===== src/seconds_to_calendar_assert.svh =====
// Assertion macros for the seconds to calendar converter.
`ifndef SECONDS_TO_CALENDAR_ASSERT_SVH
`define SECONDS_TO_CALENDAR_ASSERT_SVH

// Overlapping implication, checked on every rising edge outside reset
`define S2C_ASSERT_SAME(label, clk, rst, ante, cons) \
   label: assert property (@(posedge clk) disable iff (rst) (ante) |-> (cons)) \
      else $error("s2cal: check failed");

// Implication into the following cycle
`define S2C_ASSERT_NEXT(label, clk, rst, ante, cons) \
   label: assert property (@(posedge clk) disable iff (rst) (ante) |=> (cons)) \
      else $error("s2cal: check failed");

`endif


===== src/s2cal_pkg.sv =====
`timescale 1ns / 1ps

package s2cal_pkg;

   // Time unit divisors
   localparam logic [31:0] SECS_PER_DAY  = 32'd86400;
   localparam logic [31:0] SECS_PER_HOUR = 32'd3600;
   localparam logic [31:0] SECS_PER_MIN  = 32'd60;

   // Quotient widths of the three divisions (day count, hour, minute)
   localparam int DAY_QUO_BITS  = 16;
   localparam int HOUR_QUO_BITS = 5;
   localparam int MIN_QUO_BITS  = 6;

   // Divisors aligned to the top quotient bit of each division
   localparam logic [31:0] DAY_DIV_INIT  = SECS_PER_DAY << (DAY_QUO_BITS - 1);
   localparam logic [31:0] HOUR_DIV_INIT = SECS_PER_HOUR << (HOUR_QUO_BITS - 1);
   localparam logic [31:0] MIN_DIV_INIT  = SECS_PER_MIN << (MIN_QUO_BITS - 1);

   localparam logic [10:0] FIRST_YEAR = 11'd1900;
   localparam logic [3:0]  LAST_MONTH = 4'd11;
   localparam logic [3:0]  FEBRUARY   = 4'd1;
   localparam logic [3:0]  JULY       = 4'd6;

   // Gregorian leap rule over the reachable years 1900..2036: every fourth
   // year, except the century year 1900 (2000 is a leap year, 2100 is out of reach)
   function automatic logic is_leap(input logic [10:0] year);
      return (year[1:0] == 2'b00) && (year != FIRST_YEAR);
   endfunction

   function automatic logic [8:0] year_len(input logic [10:0] year);
      return is_leap(year) ? 9'd366 : 9'd365;
   endfunction

   // Days in a zero-based month; months alternate 31/30 with a shift after July
   function automatic logic [8:0] month_len(input logic leap, input logic [3:0] month);
      logic [3:0] k;
      k = (month > JULY) ? 4'(month - 4'd1) : month;
      if (month == FEBRUARY) begin
         return leap ? 9'd29 : 9'd28;
      end
      return k[0] ? 9'd30 : 9'd31;
   endfunction

endpackage


===== src/seconds_to_calendar.sv =====
// One conversion at a time: the input stalls from its transfer until the result has been handed
// to the output register, longer while that register is held off.
// A single 32-bit subtract-and-compare unit does 27 restoring-division steps, then one year
// or one month per cycle. Synchronous reset clears the sequencer and the output valid.
`timescale 1ns / 1ps
`include "seconds_to_calendar_assert.svh"

module seconds_to_calendar (
   input  logic        clock,
   input  logic        reset,
   input  logic        req_valid,
   output logic        req_stall,
   input  logic [31:0] req_seconds_since_epoch,
   output logic        rsp_valid,
   input  logic        rsp_stall,
   output logic [10:0] rsp_year,
   output logic [3:0]  rsp_month_index,
   output logic [4:0]  rsp_day_index,
   output logic [4:0]  rsp_hour,
   output logic [5:0]  rsp_minute,
   output logic [5:0]  rsp_second
);

   localparam logic [2:0] ST_IDLE   = 3'd0;
   localparam logic [2:0] ST_DAYDIV = 3'd1;
   localparam logic [2:0] ST_HRDIV  = 3'd2;
   localparam logic [2:0] ST_MNDIV  = 3'd3;
   localparam logic [2:0] ST_YEAR   = 3'd4;
   localparam logic [2:0] ST_MONTH  = 3'd5;
   localparam logic [2:0] ST_DONE   = 3'd6;

   logic [2:0]  state_ff, state_in;
   logic [31:0] rem_ff, rem_in;
   logic [31:0] div_ff, div_in;
   logic [15:0] quo_ff, quo_in;
   logic [3:0]  cnt_ff, cnt_in;
   logic [15:0] days_ff, days_in;
   logic [4:0]  hour_ff, hour_in;
   logic [5:0]  minute_ff, minute_in;
   logic [5:0]  second_ff, second_in;
   logic [10:0] year_ff, year_in;
   logic [3:0]  month_ff, month_in;

   logic        rsp_valid_ff, rsp_valid_in;
   logic [10:0] rsp_year_ff, rsp_year_in;
   logic [3:0]  rsp_month_ff, rsp_month_in;
   logic [4:0]  rsp_day_ff, rsp_day_in;
   logic [4:0]  rsp_hour_ff, rsp_hour_in;
   logic [5:0]  rsp_minute_ff, rsp_minute_in;
   logic [5:0]  rsp_second_ff, rsp_second_in;

   logic        leap;
   logic [31:0] opnd;
   logic [32:0] diff;
   logic        ge;
   logic [31:0] rem_step;
   logic [15:0] quo_step;
   logic        out_free;

   assign leap     = s2cal_pkg::is_leap(year_ff);
   assign req_stall = (state_ff != ST_IDLE);
   assign out_free = !rsp_valid_ff || !rsp_stall;

   // Operand select for the shared subtractor
   always_comb begin
      unique case (state_ff) inside
         ST_DAYDIV, ST_HRDIV, ST_MNDIV: opnd = div_ff;
         ST_YEAR:  opnd = 32'(s2cal_pkg::year_len(year_ff));
         ST_MONTH: opnd = 32'(s2cal_pkg::month_len(leap, month_ff));
         default:  opnd = '0;
      endcase
   end

   // Shared subtract and compare
   assign diff     = {1'b0, rem_ff} - {1'b0, opnd};
   assign ge       = !diff[32];
   assign rem_step = ge ? diff[31:0] : rem_ff;
   assign quo_step = {quo_ff[14:0], ge};

   // Sequencer
   always_comb begin
      state_in  = state_ff;
      rem_in    = rem_ff;
      div_in    = div_ff;
      quo_in    = quo_ff;
      cnt_in    = cnt_ff;
      days_in   = days_ff;
      hour_in   = hour_ff;
      minute_in = minute_ff;
      second_in = second_ff;
      year_in   = year_ff;
      month_in  = month_ff;
      unique case (state_ff)
         ST_IDLE: begin
            if (req_valid) begin
               rem_in   = req_seconds_since_epoch;
               div_in   = s2cal_pkg::DAY_DIV_INIT;
               quo_in   = '0;
               cnt_in   = 4'(s2cal_pkg::DAY_QUO_BITS - 1);
               state_in = ST_DAYDIV;
            end
         end
         ST_DAYDIV: begin
            rem_in = rem_step;
            quo_in = quo_step;
            div_in = div_ff >> 1;
            cnt_in = 4'(cnt_ff - 4'd1);
            if (cnt_ff == '0) begin
               days_in  = quo_step;
               quo_in   = '0;
               div_in   = s2cal_pkg::HOUR_DIV_INIT;
               cnt_in   = 4'(s2cal_pkg::HOUR_QUO_BITS - 1);
               state_in = ST_HRDIV;
            end
         end
         ST_HRDIV: begin
            rem_in = rem_step;
            quo_in = quo_step;
            div_in = div_ff >> 1;
            cnt_in = 4'(cnt_ff - 4'd1);
            if (cnt_ff == '0) begin
               hour_in  = quo_step[4:0];
               quo_in   = '0;
               div_in   = s2cal_pkg::MIN_DIV_INIT;
               cnt_in   = 4'(s2cal_pkg::MIN_QUO_BITS - 1);
               state_in = ST_MNDIV;
            end
         end
         ST_MNDIV: begin
            rem_in = rem_step;
            quo_in = quo_step;
            div_in = div_ff >> 1;
            cnt_in = 4'(cnt_ff - 4'd1);
            if (cnt_ff == '0) begin
               minute_in = quo_step[5:0];
               second_in = rem_step[5:0];
               rem_in    = 32'(days_ff);
               year_in   = s2cal_pkg::FIRST_YEAR;
               state_in  = ST_YEAR;
            end
         end
         ST_YEAR: begin
            // strip whole years
            if (ge) begin
               rem_in  = diff[31:0];
               year_in = 11'(year_ff + 11'd1);
            end else begin
               month_in = '0;
               state_in = ST_MONTH;
            end
         end
         ST_MONTH: begin
            // strip whole months, December takes the rest
            if (ge && (month_ff != s2cal_pkg::LAST_MONTH)) begin
               rem_in   = diff[31:0];
               month_in = 4'(month_ff + 4'd1);
            end else begin
               state_in = ST_DONE;
            end
         end
         ST_DONE: begin
            if (out_free) begin
               state_in = ST_IDLE;
            end
         end
         default: state_in = ST_IDLE;
      endcase
   end

   // Output register
   always_comb begin
      rsp_valid_in  = rsp_valid_ff && rsp_stall;
      rsp_year_in   = rsp_year_ff;
      rsp_month_in  = rsp_month_ff;
      rsp_day_in    = rsp_day_ff;
      rsp_hour_in   = rsp_hour_ff;
      rsp_minute_in = rsp_minute_ff;
      rsp_second_in = rsp_second_ff;
      if ((state_ff == ST_DONE) && out_free) begin
         rsp_valid_in  = 1'b1;
         rsp_year_in   = year_ff;
         rsp_month_in  = month_ff;
         rsp_day_in    = rem_ff[4:0];
         rsp_hour_in   = hour_ff;
         rsp_minute_in = minute_ff;
         rsp_second_in = second_ff;
      end
   end

   always_ff @(posedge clock) begin
      if (reset) begin
         state_ff     <= ST_IDLE;
         rsp_valid_ff <= 1'b0;
      end else begin
         state_ff     <= state_in;
         rsp_valid_ff <= rsp_valid_in;
      end
   end

   always_ff @(posedge clock) begin
      rem_ff        <= rem_in;
      div_ff        <= div_in;
      quo_ff        <= quo_in;
      cnt_ff        <= cnt_in;
      days_ff       <= days_in;
      hour_ff       <= hour_in;
      minute_ff     <= minute_in;
      second_ff     <= second_in;
      year_ff       <= year_in;
      month_ff      <= month_in;
      rsp_year_ff   <= rsp_year_in;
      rsp_month_ff  <= rsp_month_in;
      rsp_day_ff    <= rsp_day_in;
      rsp_hour_ff   <= rsp_hour_in;
      rsp_minute_ff <= rsp_minute_in;
      rsp_second_ff <= rsp_second_in;
   end

   assign rsp_valid       = rsp_valid_ff;
   assign rsp_year        = rsp_year_ff;
   assign rsp_month_index = rsp_month_ff;
   assign rsp_day_index   = rsp_day_ff;
   assign rsp_hour        = rsp_hour_ff;
   assign rsp_minute      = rsp_minute_ff;
   assign rsp_second      = rsp_second_ff;

   // Checks
   `S2C_ASSERT_NEXT(a_busy_after_accept, clock, reset, req_valid && !req_stall, req_stall)
   `S2C_ASSERT_SAME(a_rsp_from_done, clock, reset, $rose(rsp_valid), $past(state_ff == ST_DONE))
   `S2C_ASSERT_SAME(a_year_range, clock, reset, state_ff == ST_YEAR, year_ff <= 11'd2036)
   `S2C_ASSERT_SAME(a_hour_range, clock, reset, rsp_valid, rsp_hour <= 5'd23)

endmodule

===== config.mk =====
export PLATFORM = sky130hd
export DESIGN_NAME = seconds_to_calendar
export DESIGN_NICKNAME = d
export VERILOG_FILES = /design/src/s2cal_pkg.sv /design/src/seconds_to_calendar.sv
export VERILOG_INCLUDE_DIRS = /design/src /design/src/src
export SDC_FILE = /design/constraint.sdc
export NUM_CORES = 1
export LEC_CHECK = 0
export BUFFER_PORTS_ARGS = -buffer_cell sky130_fd_sc_hd__buf_4
export CAP_MARGIN = 10
export CORE_UTILIZATION = 50
export CTS_CLUSTER_SIZE = 14
export DETAILED_ROUTE_END_ITERATION = 8
export HOLD_SLACK_MARGIN = 0.1
export PLACE_DENSITY = 0.76
export SYNTH_ARGS = -nofsm -noshare
export SYNTH_HDL_FRONTEND = slang
export SYNTH_SLANG_ARGS = --single-unit
export TNS_END_PERCENT = 5

===== constraint.sdc =====
create_clock -name clock -period 4.46 [get_ports clock]
set_input_delay 0.892 -clock clock [delete_from_list [all_inputs] [get_ports clock]]
set_output_delay 0.892 -clock clock [all_outputs]
set_load 0.01 [all_outputs]

; Yosys cells after proc, flatten, opt, wreduce, memory -nomap -nowiden
; Cells that the tools add are included.
[totals]
reg_bits = 172
wordCells = 111
out_inout_bits = 39
[op_classes]
muxes = 40
n_eq_ne = 18
add_sub_neg = 5
magnitude_cmp = 1
n_reduce_logical = 29
[ops]
columns = op, count
row1 = $pmux W32 S4, 2
row2 = $mux W32, 5
row3 = $pmux W32 S3, 1
row4 = $mux W31, 2
row5 = $pmux W15 S3, 1
row6 = $sub A32 B32 Y33, 1
row7 = $mux W15, 2
row8 = $mux W11, 2
row9 = $pmux W11 S2, 1
row10 = $mux W3, 7
row11 = $pmux W3 S7, 1
row12 = $mux W4, 5
row13 = $mux W9, 2
row14 = $pmux W4 S4, 1
row15 = $add A11 B1 Y11 const B, 1
row16 = $ne A11 B11 Y1 const B, 1
row17 = $ne A2 B2 Y1 const B, 5
row18 = $reduce_and A2 Y1, 5
row19 = $eq A3 B3 Y1 const B, 3
row20 = $reduce_and A3 Y1, 3
row21 = $ne A2 B1 Y1 const B, 4
row22 = $pmux W4 S2, 1
row23 = $reduce_bool A4 Y1, 2
row24 = $reduce_and A7 Y1, 1
row25 = other kinds (20), 34

; Logic depth before layout (Yosys ltp)
; Gate-level depths: netlist of run 1.
[depth]
word_depth = 11
depth_mapped = 20
mapped_depth_nobuf = 19

; Worst setup path after synthesis of run 1
; No wires, ideal clock.
[synth_timing]
kind = input -> register
startpoint = in rsp_stall
endpoint = reg rsp_day_ff[0], in the netlist rsp_day_index[0] (enable)
arrival_ns = 3.716
path_stages = 2
required_time_ns = 3.975
setup_slack_ns = 0.259
cell_sequence = nand2_1 -> nor3b_1
[synth_between]
elab_chain_len = 3
[synth_rtl]
columns = item, line_no
row1 = from (decl), seconds_to_calendar.sv:15  ; input logic rsp_stall,
row2 = $logic_not A1 Y1, seconds_to_calendar.sv:62  ; assign out_free = !rsp_valid_ff || !rsp_stall;
row3 = $logic_or A1 B1 Y1, seconds_to_calendar.sv:62
row4 = $logic_and A1 B1 Y1, seconds_to_calendar.sv:179  ; if ((state_ff == ST_DONE) && out_free) begin
row5 = to (signal assigned), seconds_to_calendar.sv:213  ; rsp_day_ff <= rsp_day_in;
row6 = to (decl), seconds_to_calendar.sv:47  ; logic [4:0] rsp_day_ff, rsp_day_in;
; Every way passes these cells.
; A chain may end at the register's enable or synchronous reset.

; Worst setup path after layout of run 1
[layout_timing]
startpoint = reg month_ff[0]
endpoint = reg rem_ff[31] (enable)
[layout_between]
elab_chain_len = 10
elab_cells_between_ends = 15
classes_between = add/sub: 2 / order compare: 1 / eq/ne: 3 / mux: 6 / reduce/logical: 3
[layout_rtl]
columns = item, line_no
row1 = from (decl), seconds_to_calendar.sv:42  ; logic [3:0] month_ff, month_in;
row2 = from (signal assigned), seconds_to_calendar.sv:210  ; month_ff <= month_in;
row3 = $gt A4 B3 Y1 (tied with other cells), s2cal_pkg.sv:38  ; k = (month > JULY) ? 4'(month - 4'd1) : month;
row4 = "$mux W1, on equally long branches", "s2cal_pkg.sv:38, s2cal_pkg.sv:39"
row5 = "$mux W1, on equally long branches", "s2cal_pkg.sv:42, seconds_to_calendar.sv:66"
row6 = $mux W9, s2cal_pkg.sv:42  ; return k[0] ? 9'd30 : 9'd31;
row7 = $pmux W32 S3, seconds_to_calendar.sv:66  ; unique case (state_ff) inside
row8 = $sub A32 B32 Y33, seconds_to_calendar.sv:75  ; assign diff = {1'b0, rem_ff} - {1'b0, opnd};
row9 = $logic_not A1 Y1, seconds_to_calendar.sv:76  ; assign ge = !diff[32];
row10 = $logic_and A1 B1 Y1 *, seconds_to_calendar.sv:154  ; if (ge && (month_ff != s2cal_pkg::LAST_MONTH)) begin
row11 = $ne A2 B1 Y1 (no source line) *, --
row12 = $reduce_and A3 Y1 (no source line) *, --
row13 = to (signal assigned), seconds_to_calendar.sv:201  ; rem_ff <= rem_in;
row14 = to (decl), seconds_to_calendar.sv:33  ; logic [31:0] rem_ff, rem_in;
; Mark *: on every way between the ends. The rest lies on a longest branch, timed or not. The select of a mux whose other input is x is not followed.

==> results of run 1 <==
==> cell type report <==
class,instances,area [µm²],share of cell area (%)
repair buffers,104,806,7.63
flip-flops and latches,172,5120,48.5
clock buffers,19,433,4.10
inverters,25,96.3,0.912
multi-input cells,565,3690,34.9
clock inverters,13,131,1.24
well taps,225,282,2.67
==> synth_stat cells, types with 5 or more instances <==
cell      count  area, µm²
xnor2_1      23        201
edfxtp_1    168       5040
o21ai_0      54        270
nand3_1      15       75.1
nor3_1       12       60.1
ha_1         39        488
a21o_1       15        113
clkbuf_1     21       78.8
o211ai_1      8       60.1
nand4_1       6       37.5
a31oi_1       5       31.3
nand2_1      83        312
a21oi_1      62        310
a22oi_1      22        165
and3_1        7       43.8
nand2b_1      6       37.5
and2_1       21        131
xor2_1       15        131
o21a_1       10       75.1
nor2b_1      10       62.6
nor2_1       64        240
inv_1        24       90.1
==> sequential cells by signal, summed over array words and instances (netlist names) <==
| name | cells |
|---|---|
| cnt_ff | 4 |
| rsp_second | 6 |
| year_ff | 11 |
| minute_ff | 6 |
| rsp_valid | 1 |
| rsp_minute | 6 |
| div_ff | 32 |
| rsp_month_index | 4 |
| state_ff | 3 |
| quo_ff | 15 |
| rsp_hour | 5 |
| month_ff | 4 |
| rsp_day_index | 5 |
| rem_ff | 32 |
| second_ff | 6 |
| rsp_year | 11 |
| days_ff | 16 |
| hour_ff | 5 |
==> layout by cell type, fill, tap and decap left out, types with 10 or more instances in the layout <==
master,count
xor2_1,15
nor3_1,11
edfxtp_1,168
a22oi_1,22
o21a_1,10
a21oi_1,61
ha_1,39
a21o_1,15
nand2_1,83
inv_1,24
nand3_1,15
buf_4,102
clkbuf_16,17
and2_1,21
nor2_1,62
o21ai_0,54
nor2b_1,10
xnor2_1,23
==> per-layer routing <==
metal / vias to the layer above / wire length (µm) / GRT usage, % / part of all wire (%)
li1: 3166 / - / - / -
met1: 3197 / 9430 / 32.4 / 45
met2: 271 / 9540 / 36.1 / 46
met3: 23 / 1550 / 4.06 / 7.4
met4: 0 / 329 / 8.15 / 1.6
met5: - / 0 / 0 / 0
==> kinds of logic after synthesis <==
family | Yosys count | synth area share, %
adders and majority gates | 40 | 5.62
and+or+nand+nor | 251 | 13.5
buffers and inverters | 56 | 2.72
muxes | 1 | 0.111
xor gates and xnor gates | 38 | 3.68
DFF | 172 | 56.7
AOI/OAI and AO/OA | 235 | 17.6
==> final timing paths <==
path | end | cells past startpoint | slack [ns]
hold / removal | days_ff[15]$_DFFE_PP_ | 0 | 0.42
hold reg to reg | days_ff[15]$_DFFE_PP_ | 0 | 0.42
setup reg to reg | rem_ff[31]$_DFFE_PP_ | 19 | 0.31
setup / recovery | rem_ff[31]$_DFFE_PP_ | 19 | 0.31
==> worst max-delay path, delay by kind of cell (launching register included) <==
| kind | cells | cell delay (ns) |
|---|---|---|
| AOI/OAI and AO/OA | 8 | 1.54 |
| xor gates and xnor gates | 1 | 0.16 |
| adders and majority gates | 3 | 0.80 |
| buffers and inverters | 3 | 0.41 |
| DFF | 1 | 0.45 |
| and+or+nand+nor | 4 | 0.47 |
==> power groups by stage <==
stage / Combinational (mW) / Clock (mW) / Sequential [mW]
after floorplan: 3.44 / 0 / 2.62
after global placement: 4.46 / 0 / 2.71
after detailed placement: 4.56 / 0 / 2.73
after CTS: 4.59 / 1.45 / 2.70
after global routing: 5.09 / 1.50 / 2.75
final: 4.64 / 1.43 / 2.70
==> stage by stage <==
stage          instance area [µm²]  std cells  total power, mW
2_1_floorplan                 9030        793             6.06
3_3_place_gp                  9980       1089             7.17
3_5_place_dp                  9980       1089             7.29
4_1_cts                      10500       1121             8.73
5_1_grt                      10600       1123             9.34
6_report                     10600       1123             8.77
==> impl_metrics.py, run 1 <==
metrics = {
    "critical_path": {
        "endpoint_kind": "register",
        "cp_cell_sequence": "inv_1, ha_1, inv_1, a31oi_1, xnor2_1, nor2_1, a21oi_1, o221ai_1, ha_1, fa_1, nand2b_1, a21oi_1, o21ai_2, nand4_2, a41o_4, nor2_4, o21ai_0, a21o_1, buf_4",
        "crit_arrival_ns": 4.26,
        "crit_path_start": "month_ff[0]$_SDFFCE_PN0P_",
        "start_kind": "register",
        "crit_fanout": 18,
        "slowest_delay_ns": 0.45,
        "cp_slowest_cell": "edfxtp_1",
        "crit_type": "reg -> reg",
        "cp.required_ns": 4.57,
        "r2r_start": "month_ff[0]$_SDFFCE_PN0P_",
    },
    "floorplan": {
        "fp-row-count": 48,
        "die_width_um": 136,
        "fp.dieArea_um2": 18600,
        "core_um2": 17500,
        "ioPinCount": 75,
        "initial_core_util_pct": 51.7,
        "dieHeight_um": 136,
    },
    "sta": {
        "fin_hold_ws_ns": 0.421,
        "finalCritPeriodShare_pct": 93.1,
        "hold_viol": 0,
        "tightest_slew_ns": 1.15,
        "slew_headroom_pct": 23.3,
        "clock-skew-final_ns": 0.0148,
        "rsz0062_at_grt": "no",
        "fmax_ghz": 0.241,
        "fin_setup_tns_ns": 0,
        "post-route-min-period_ns": 4.15,
        "setup_viol": 0,
        "worst_slack_ns": 0.306,
        "drv_slew": 0,
    },
    "drt": {
        "vias": 6657,
        "wirelength_mm": 20.8,
        "drtPass1Iterations": 7,
        "drt-initial-drc-count": 680,
        "ant_nets": 0,
        "viasPerCell": 5.93,
        "avgRoutedWirePerCell_um": 18.6,
        "route.detailed.drc": 0,
    },
    "final_layout": {
        "num-fill-cells": 1398,
        "area_growth_pct": 16.9,
        "nets": 961,
        "drive_gt1_share_pct": 18.5,
        "diodes": 0,
        "fin_util_pct": 60.4,
    },
    "pwr": {
        "powerDensity_nw_per_um2": 830,
        "p_sw_share_pct": 43.0,
        "p_leak_nw": 3.91,
        "switching_power_mw": 3.77,
        "vdd_ir_drop_max_v": 0.000406,
        "power_frac_comb_pct": 52.9,
        "p_int_mw": 5.00,
        "pwr-share-seq_pct": 30.8,
        "pwr-share-clk_pct": 16.3,
    },
    "global_route": {
        "grt_max_degree": 38,
        "grt_pass1_vias": 6098,
        "antenna_found_initial": 0,
        "grt_pass1_wl_mm": 32.1,
        "grt_usage_pct": 23.2,
        "overflow": 0,
    },
    "yosys": {
        "syn-cell-area_um2": 9030,
        "ys_warn_count": 0,
        "async_flop_share_pct": 0,
        "syn_inst": 793,
        "ys.flop_type": "edfxtp_1",
        "postSynthAreaPerCell_um2": 11.4,
        "synth_edf_count": 168,
        "synth_fp_nets": 869,
        "ys_types": 79,
        "ys_seq_area_share_pct": 56.7,
        "synth_seq_cells": 172,
    },
    "cts": {
        "cts_buffer_depth": 2,
        "cts_made_buffers": 17,
        "cts_setup_buffers": 0,
        "tritoncts": "built",
        "clkTransAtPathRegs_ns": 0.07,
        "ctsResizeCount": 0,
        "clkLatencyLatePin_ns": 0.43,
        "hold_buffers": 0,
        "ctsHtreeMaxLevel": 4,
        "ctsRootBufferMaster": "clkbuf_16",
        "cts_sinks": 172,
    },
    "run_status": {
        "status": "complete, no violations",
    },
    "placed_design": {
        "numPortBuffers": 74,
        "post-dp-hpwl_mm": 15.0,
        "gp_congestion": 0.926,
        "preCtsSetupSlack_ns": 0.327,
    },
    "hold_path": {
        "hold_class": "reg -> reg",
        "hp-start": "quo_ff[14]$_DFFE_PP_",
    },
    "run": {
        "cap_viol_max_count": 0,
    },
}
Note: power is estimated with default switching activity, not from simulation.
==> run 2: changes to the inputs <==
PLACE_DENSITY = 0.74   (was 0.76)
clock period = 4.55 ns   (was 4.46 ns; I/O delays follow)
==> run 2 against run 1 <==
  * Die area unchanged
  * Non-clock buffer count down 8
  * Clock power about the same
  * Via count up 0.11%
  * Total power down 1.7%
  * Clock skew down 0.0059 ns
  * Sequential cell count unchanged
  * Critical path type unchanged
==> impl_metrics.py, run 2 (synthesized netlist as in run 1, its figures left out) <==
metrics = {
    "global_route": {
        "overflow": 0,
        "antenna_found_initial": 0,
        "grt_max_degree": 41,
        "grt_pass1_wl_mm": 32.9,
        "grt_usage_pct": 23.7,
        "grt_pass1_vias": 6030,
    },
    "final_layout": {
        "reg_top3": "div_ff x32, rem_ff x32, days_ff x16",
        "final_cell_area_um2": 10500,
        "area_growth_pct": 16.6,
        "drive_gt1_share_pct": 17.9,
        "final_common_cell": "edfxtp_1",
        "regArea_um2": 5120,
        "diodes": 0,
        "num-fill-cells": 1405,
        "multi_input_area_um2": 3690,
        "final_cell_mix": "edfxtp_1 (168), buf_4 (93), nand2_1 (83), nor2_1 (62), a21oi_1 (61)",
        "nets": 953,
    },
    "drt": {
        "wirelength_mm": 20.9,
        "drt-initial-drc-count": 652,
        "avgRoutedWirePerCell_um": 18.8,
        "route.detailed.drc": 0,
        "vias": 6664,
        "ant_nets": 0,
        "drtPass1Iterations": 5,
        "viasPerCell": 5.98,
    },
    "placed_design": {
        "numPortBuffers": 74,
        "preCtsSetupSlack_ns": 0.412,
        "place_area_um2": 9950,
        "post-dp-hpwl_mm": 14.5,
        "gp_congestion": 0.909,
    },
    "floorplan": {
        "fp-row-count": 48,
        "fp.dieArea_um2": 18600,
        "core_um2": 17500,
        "initial_core_util_pct": 51.7,
        "dieHeight_um": 136,
        "ioPinCount": 75,
        "die_width_um": 136,
    },
    "sta": {
        "post-route-min-period_ns": 4.19,
        "finalCritPeriodShare_pct": 92.2,
        "worst_slack_ns": 0.356,
        "fmax_ghz": 0.238,
        "clock-skew-final_ns": 0.00882,
        "fin_setup_tns_ns": 0,
        "setup_viol": 0,
        "drv_slew": 0,
        "slew_headroom_pct": 22.6,
        "tightest_slew_ns": 1.16,
        "rsz0062_at_grt": "no",
        "hold_viol": 0,
    },
    "critical_path": {
        "slowest_delay_ns": 0.51,
        "cp_slowest_cell": "edfxtp_1",
        "endpoint_kind": "register",
        "crit_type": "reg -> reg",
        "crit_fanout": 26,
        "cp.required_ns": 4.73,
        "rrSetupSlack_ns": 0.36,
        "cp_cell_sequence": "inv_1, ha_1, inv_1, a31oi_1, xnor2_1, nor2_1, a21oi_1, o221ai_1, ha_1, fa_1, nand2b_1, a21oi_1, o21ai_2, nand4_2, a41o_4, nor3_4, buf_12, a222oi_1, o21ai_0",
        "crit_arrival_ns": 4.37,
        "start_kind": "register",
    },
    "pwr": {
        "pwr-share-seq_pct": 30.6,
        "p_int_mw": 4.85,
        "switching_power_mw": 3.77,
        "pwr-share-clk_pct": 16.6,
        "p_leak_nw": 3.89,
        "p_sw_share_pct": 43.7,
        "vdd_ir_drop_max_v": 0.000417,
        "power_frac_comb_pct": 52.8,
        "powerDensity_nw_per_um2": 818,
    },
    "cts": {
        "clkTransAtPathRegs_ns": 0.07,
        "cts_made_buffers": 17,
        "hold_buffers": 0,
        "cts_setup_buffers": 0,
        "cts_buffer_depth": 2,
        "ctsResizeCount": 0,
        "clkLatencyLatePin_ns": 0.44,
        "ctsHtreeMaxLevel": 4,
        "ctsRootBufferMaster": "clkbuf_16",
        "cts_sinks": 172,
        "tritoncts": "built",
    },
    "hold_path": {
        "hold_class": "reg -> reg",
    },
    "run": {
        "cap_viol_max_count": 0,
    },
    "run_status": {
        "status": "complete, no violations",
    },
}
==> run 2: cell types whose count changed in the layout (fill, tap and decap cells not counted), moves of 2 or more <==
cell      change
buf_4         -9
inv_8         +5
inv_6         -3
clkbuf_1      -2
clkinv_8      +2
==> run 2: power groups by stage <==
stage | clock network, mW | logic, mW | registers, mW
floorplan | 0 | 3.37 | 2.57
global placement | 0 | 4.39 | 2.65
detailed placement | 0 | 4.45 | 2.66
CTS | 1.45 | 4.49 | 2.63
global route | 1.51 | 5.01 | 2.68
finish | 1.43 | 4.55 | 2.64
==> run 2: critical path, delay by kind of cell (launching register included) <==
kind | cells | cell delay, ns
compound gates | 8 | 1.66
xor+xnor | 1 | 0.16
fa+ha+maj | 3 | 0.80
buf+inv | 3 | 0.36
flops | 1 | 0.51
simple gates | 4 | 0.43
==> run 2: worst paths after layout <==
check / startpoint / to / cells past startpoint
max: month_ff[0]$_SDFFCE_PN0P_ / rem_ff[10]$_DFFE_PP_ / 19
min: hour_ff[1]$_DFFE_PP_ / rsp_hour[1]$_DFFE_PP_ / 0
max reg2reg: month_ff[0]$_SDFFCE_PN0P_ / rem_ff[10]$_DFFE_PP_ / 19
min reg2reg: hour_ff[1]$_DFFE_PP_ / rsp_hour[1]$_DFFE_PP_ / 0
==> run 2: area by class of cell <==
| cell class | instances | area share, % |
|---|---|---|
| flip-flops and latches | 172 | 48.7 |
| multi-input cells | 565 | 35.1 |
| repair buffers | 96 | 7.20 |
| clock buffers | 17 | 4.04 |
| well taps | 225 | 2.67 |
| clock inverters | 15 | 1.47 |
| inverters | 25 | 0.915 |
==> run 2: per-stage QoR <==
| stage | hold slack [ns] | util, % | instances | power, mW |
|---|---|---|---|---|
| after floorplan | 0.400 | - | 793 | 5.94 |
| after global placement | 0.402 | 57.0 | 1083 | 7.03 |
| after detailed placement | 0.405 | 57.0 | 1083 | 7.10 |
| after CTS | 0.421 | 60.3 | 1115 | 8.57 |
| after global routing | 0.427 | 60.3 | 1115 | 9.19 |
| final | 0.420 | 60.3 | 1115 | 8.62 |
==> run 2: layer usage <==
layer  vias to the layer above  wire, µm  track usage, %  share of wire [%]
met4                         0       315            7.84                1.5
met5                         -         0               0                  0
li1                       3166         -               -                  -
met3                        29      1310            3.77                6.2
met2                       268      9480            36.4                 45
met1                      3201      9810            34.1                 47
==> run 3: changes to the inputs <==
PLACE_DENSITY = 0.7   (was 0.74)
==> run 3 against run 2 <==
  * Routed wire length rose by 1.3%
  * Total power rose by 0.26%
  * Cell count fell by 0.18%
==> impl_metrics.py, run 3 (synthesized netlist as in run 1, its figures left out) <==
metrics = {
    "run_status": {
        "status": "complete, no violations",
    },
    "placed_design": {
        "preCtsSetupSlack_ns": 0.236,
        "place_area_um2": 9890,
        "post-dp-hpwl_mm": 14.7,
        "gp_congestion": 0.890,
        "numPortBuffers": 74,
        "placed_cells": 1080,
    },
    "drt": {
        "ant_nets": 0,
        "avgRoutedWirePerCell_um": 19.0,
        "route.detailed.drc": 0,
        "wirelength_mm": 21.2,
        "viasPerCell": 6.08,
        "vias": 6764,
        "drt-initial-drc-count": 587,
        "drtPass1Iterations": 6,
    },
    "final_layout": {
        "fin_util_pct": 60.2,
        "reg_top3": "div_ff x32, rem_ff x32, days_ff x16",
        "final_cell_area_um2": 10500,
        "area_growth_pct": 16.5,
        "final_cell_mix": "edfxtp_1 (168), buf_4 (92), nand2_1 (83), nor2_1 (62), a21oi_1 (60)",
        "num-fill-cells": 1399,
        "diodes": 0,
        "final_cell_count_no_fill": 1113,
        "nets": 951,
        "drive_gt1_share_pct": 17.9,
        "final_common_cell": "edfxtp_1",
    },
    "pwr": {
        "p_leak_nw": 3.89,
        "powerDensity_nw_per_um2": 821,
        "finalPower_mw": 8.64,
        "vdd_ir_drop_max_v": 0.000366,
    },
    "sta": {
        "drv_slew": 0,
        "fmax_ghz": 0.235,
        "post-route-min-period_ns": 4.25,
        "clock-skew-final_ns": 0.00936,
        "rsz0062_at_grt": "no",
        "finalCritPeriodShare_pct": 93.5,
        "setup_viol": 0,
        "fin_hold_ws_ns": 0.413,
        "worst_slack_ns": 0.296,
        "tightest_slew_ns": 1.10,
        "hold_viol": 0,
        "slew_headroom_pct": 26.5,
        "fin_setup_tns_ns": 0,
    },
    "critical_path": {
        "rrSetupSlack_ns": 0.30,
        "start_kind": "register",
        "crit_type": "reg -> reg",
        "r2r_start": "state_ff[2]$_SDFFE_PP0P_",
        "endpoint_kind": "register",
        "crit_fanout": 18,
        "cp_slowest_cell": "dfxtp_1",
        "crit_arrival_ns": 4.53,
        "slowest_delay_ns": 0.70,
        "r2r_cells": 14,
        "r2r_end": "rem_ff[14]$_DFFE_PP_",
        "cp.required_ns": 4.83,
        "cp_cell_sequence": "nor2b_1, nand2_1, o221ai_1, ha_1, fa_1, nand2b_1, a21oi_2, o21ai_2, nand4_2, a41o_4, nor3_4, buf_4, a22oi_1, a21oi_1",
    },
    "floorplan": {
        "ioPinCount": 75,
        "initial_core_util_pct": 51.7,
        "core_um2": 17500,
        "fp-row-count": 48,
        "dieHeight_um": 136,
        "fp.dieArea_um2": 18600,
        "die_width_um": 136,
    },
    "hold_path": {
        "hold_class": "reg -> reg",
        "hold_depth": 0,
        "hp-start": "minute_ff[4]$_DFFE_PP_",
        "min_to": "rsp_minute[4]$_DFFE_PP_",
    },
    "global_route": {
        "grt_pass1_vias": 6434,
        "grt_pass1_wl_mm": 33.3,
        "overflow": 0,
        "antenna_found_initial": 0,
        "grt_usage_pct": 23.6,
        "grt_max_degree": 38,
    },
    "cts": {
        "ctsRootBufferMaster": "clkbuf_16",
        "cts_sinks": 172,
        "clkTransAtPathRegs_ns": 0.08,
        "clkLatencyLatePin_ns": 0.44,
        "tritoncts": "built",
        "ctsHtreeMaxLevel": 4,
        "cts_made_buffers": 17,
        "cts_buffer_depth": 2,
    },
    "run": {
        "cap_viol_max_count": 0,
    },
}
[run 3: cell count changes in the layout (fill, tap and decap cells not counted), sizes merged]
cell / previous run / this run
clkinv: 6 / 4
inv: 32 / 35
buf: 96 / 94
clkinvlp: 2 / 1
[run 3: cell type report]
type,count,area (µm²),share of cell area (%)
Tap cell,225,282,2.67
Clock inverter,15,165,1.57
Clock buffer,17,425,4.04
Sequential cell,172,5120,48.7
Multi-Input combinational cell,565,3700,35.2
Inverter,25,96.3,0.915
Timing Repair Buffer,94,729,6.93
[run 3: worst max path at each step]
stage	from	to	slack (ns)	depth (start not counted)
after floorplan	rsp_stall	rsp_day_index[0]$_DFFE_PP_	0.33	2
after global placement	month_ff[0]$_SDFFCE_PN0P_	rem_ff[23]$_DFFE_PP_	0.42	19
after detailed placement	month_ff[0]$_SDFFCE_PN0P_	rem_ff[23]$_DFFE_PP_	0.24	19
after CTS	month_ff[0]$_SDFFCE_PN0P_	rem_ff[20]$_DFFE_PP_	0.19	19
after global routing	month_ff[0]$_SDFFCE_PN0P_	rem_ff[23]$_DFFE_PP_	0.05	19
final	state_ff[2]$_SDFFE_PP0P_	rem_ff[14]$_DFFE_PP_	0.30	14
[run 3: critical path: cells and delay by family, from the launching register on]
kind	cells	cell delay, ns
AOI/OAI and AO/OA	6	1.38
adders and majority gates	2	0.43
buffers and inverters	1	0.33
DFF	1	0.70
and+or+nand+nor	5	1.26
[run 3: per-layer routing]
metal | vias up | global-route usage [%] | wire [µm]
met1 | 3285 | 32.9 | 9530
met5 | - | 0 | 0
li1 | 3155 | - | -
met4 | 0 | 7.35 | 319
met3 | 31 | 3.28 | 1280
met2 | 293 | 38.1 | 10100
[run 3: where the power goes]
part / internal, mW / total, mW / switching, mW
Combinational: 1.68 / 4.56 / 2.88
Sequential: 2.40 / 2.64 / 0.233
Clock: 0.740 / 1.45 / 0.705
Total: 4.82 / 8.64 / 3.82
[run 3: repair_timing]
item | 4_1_cts | 5_1_grt
endpoints found under the setup margin | 0 | 26
hold buffers | 0 | 0
gates resized for setup | 0 | 4
setup buffers | 0 | 0
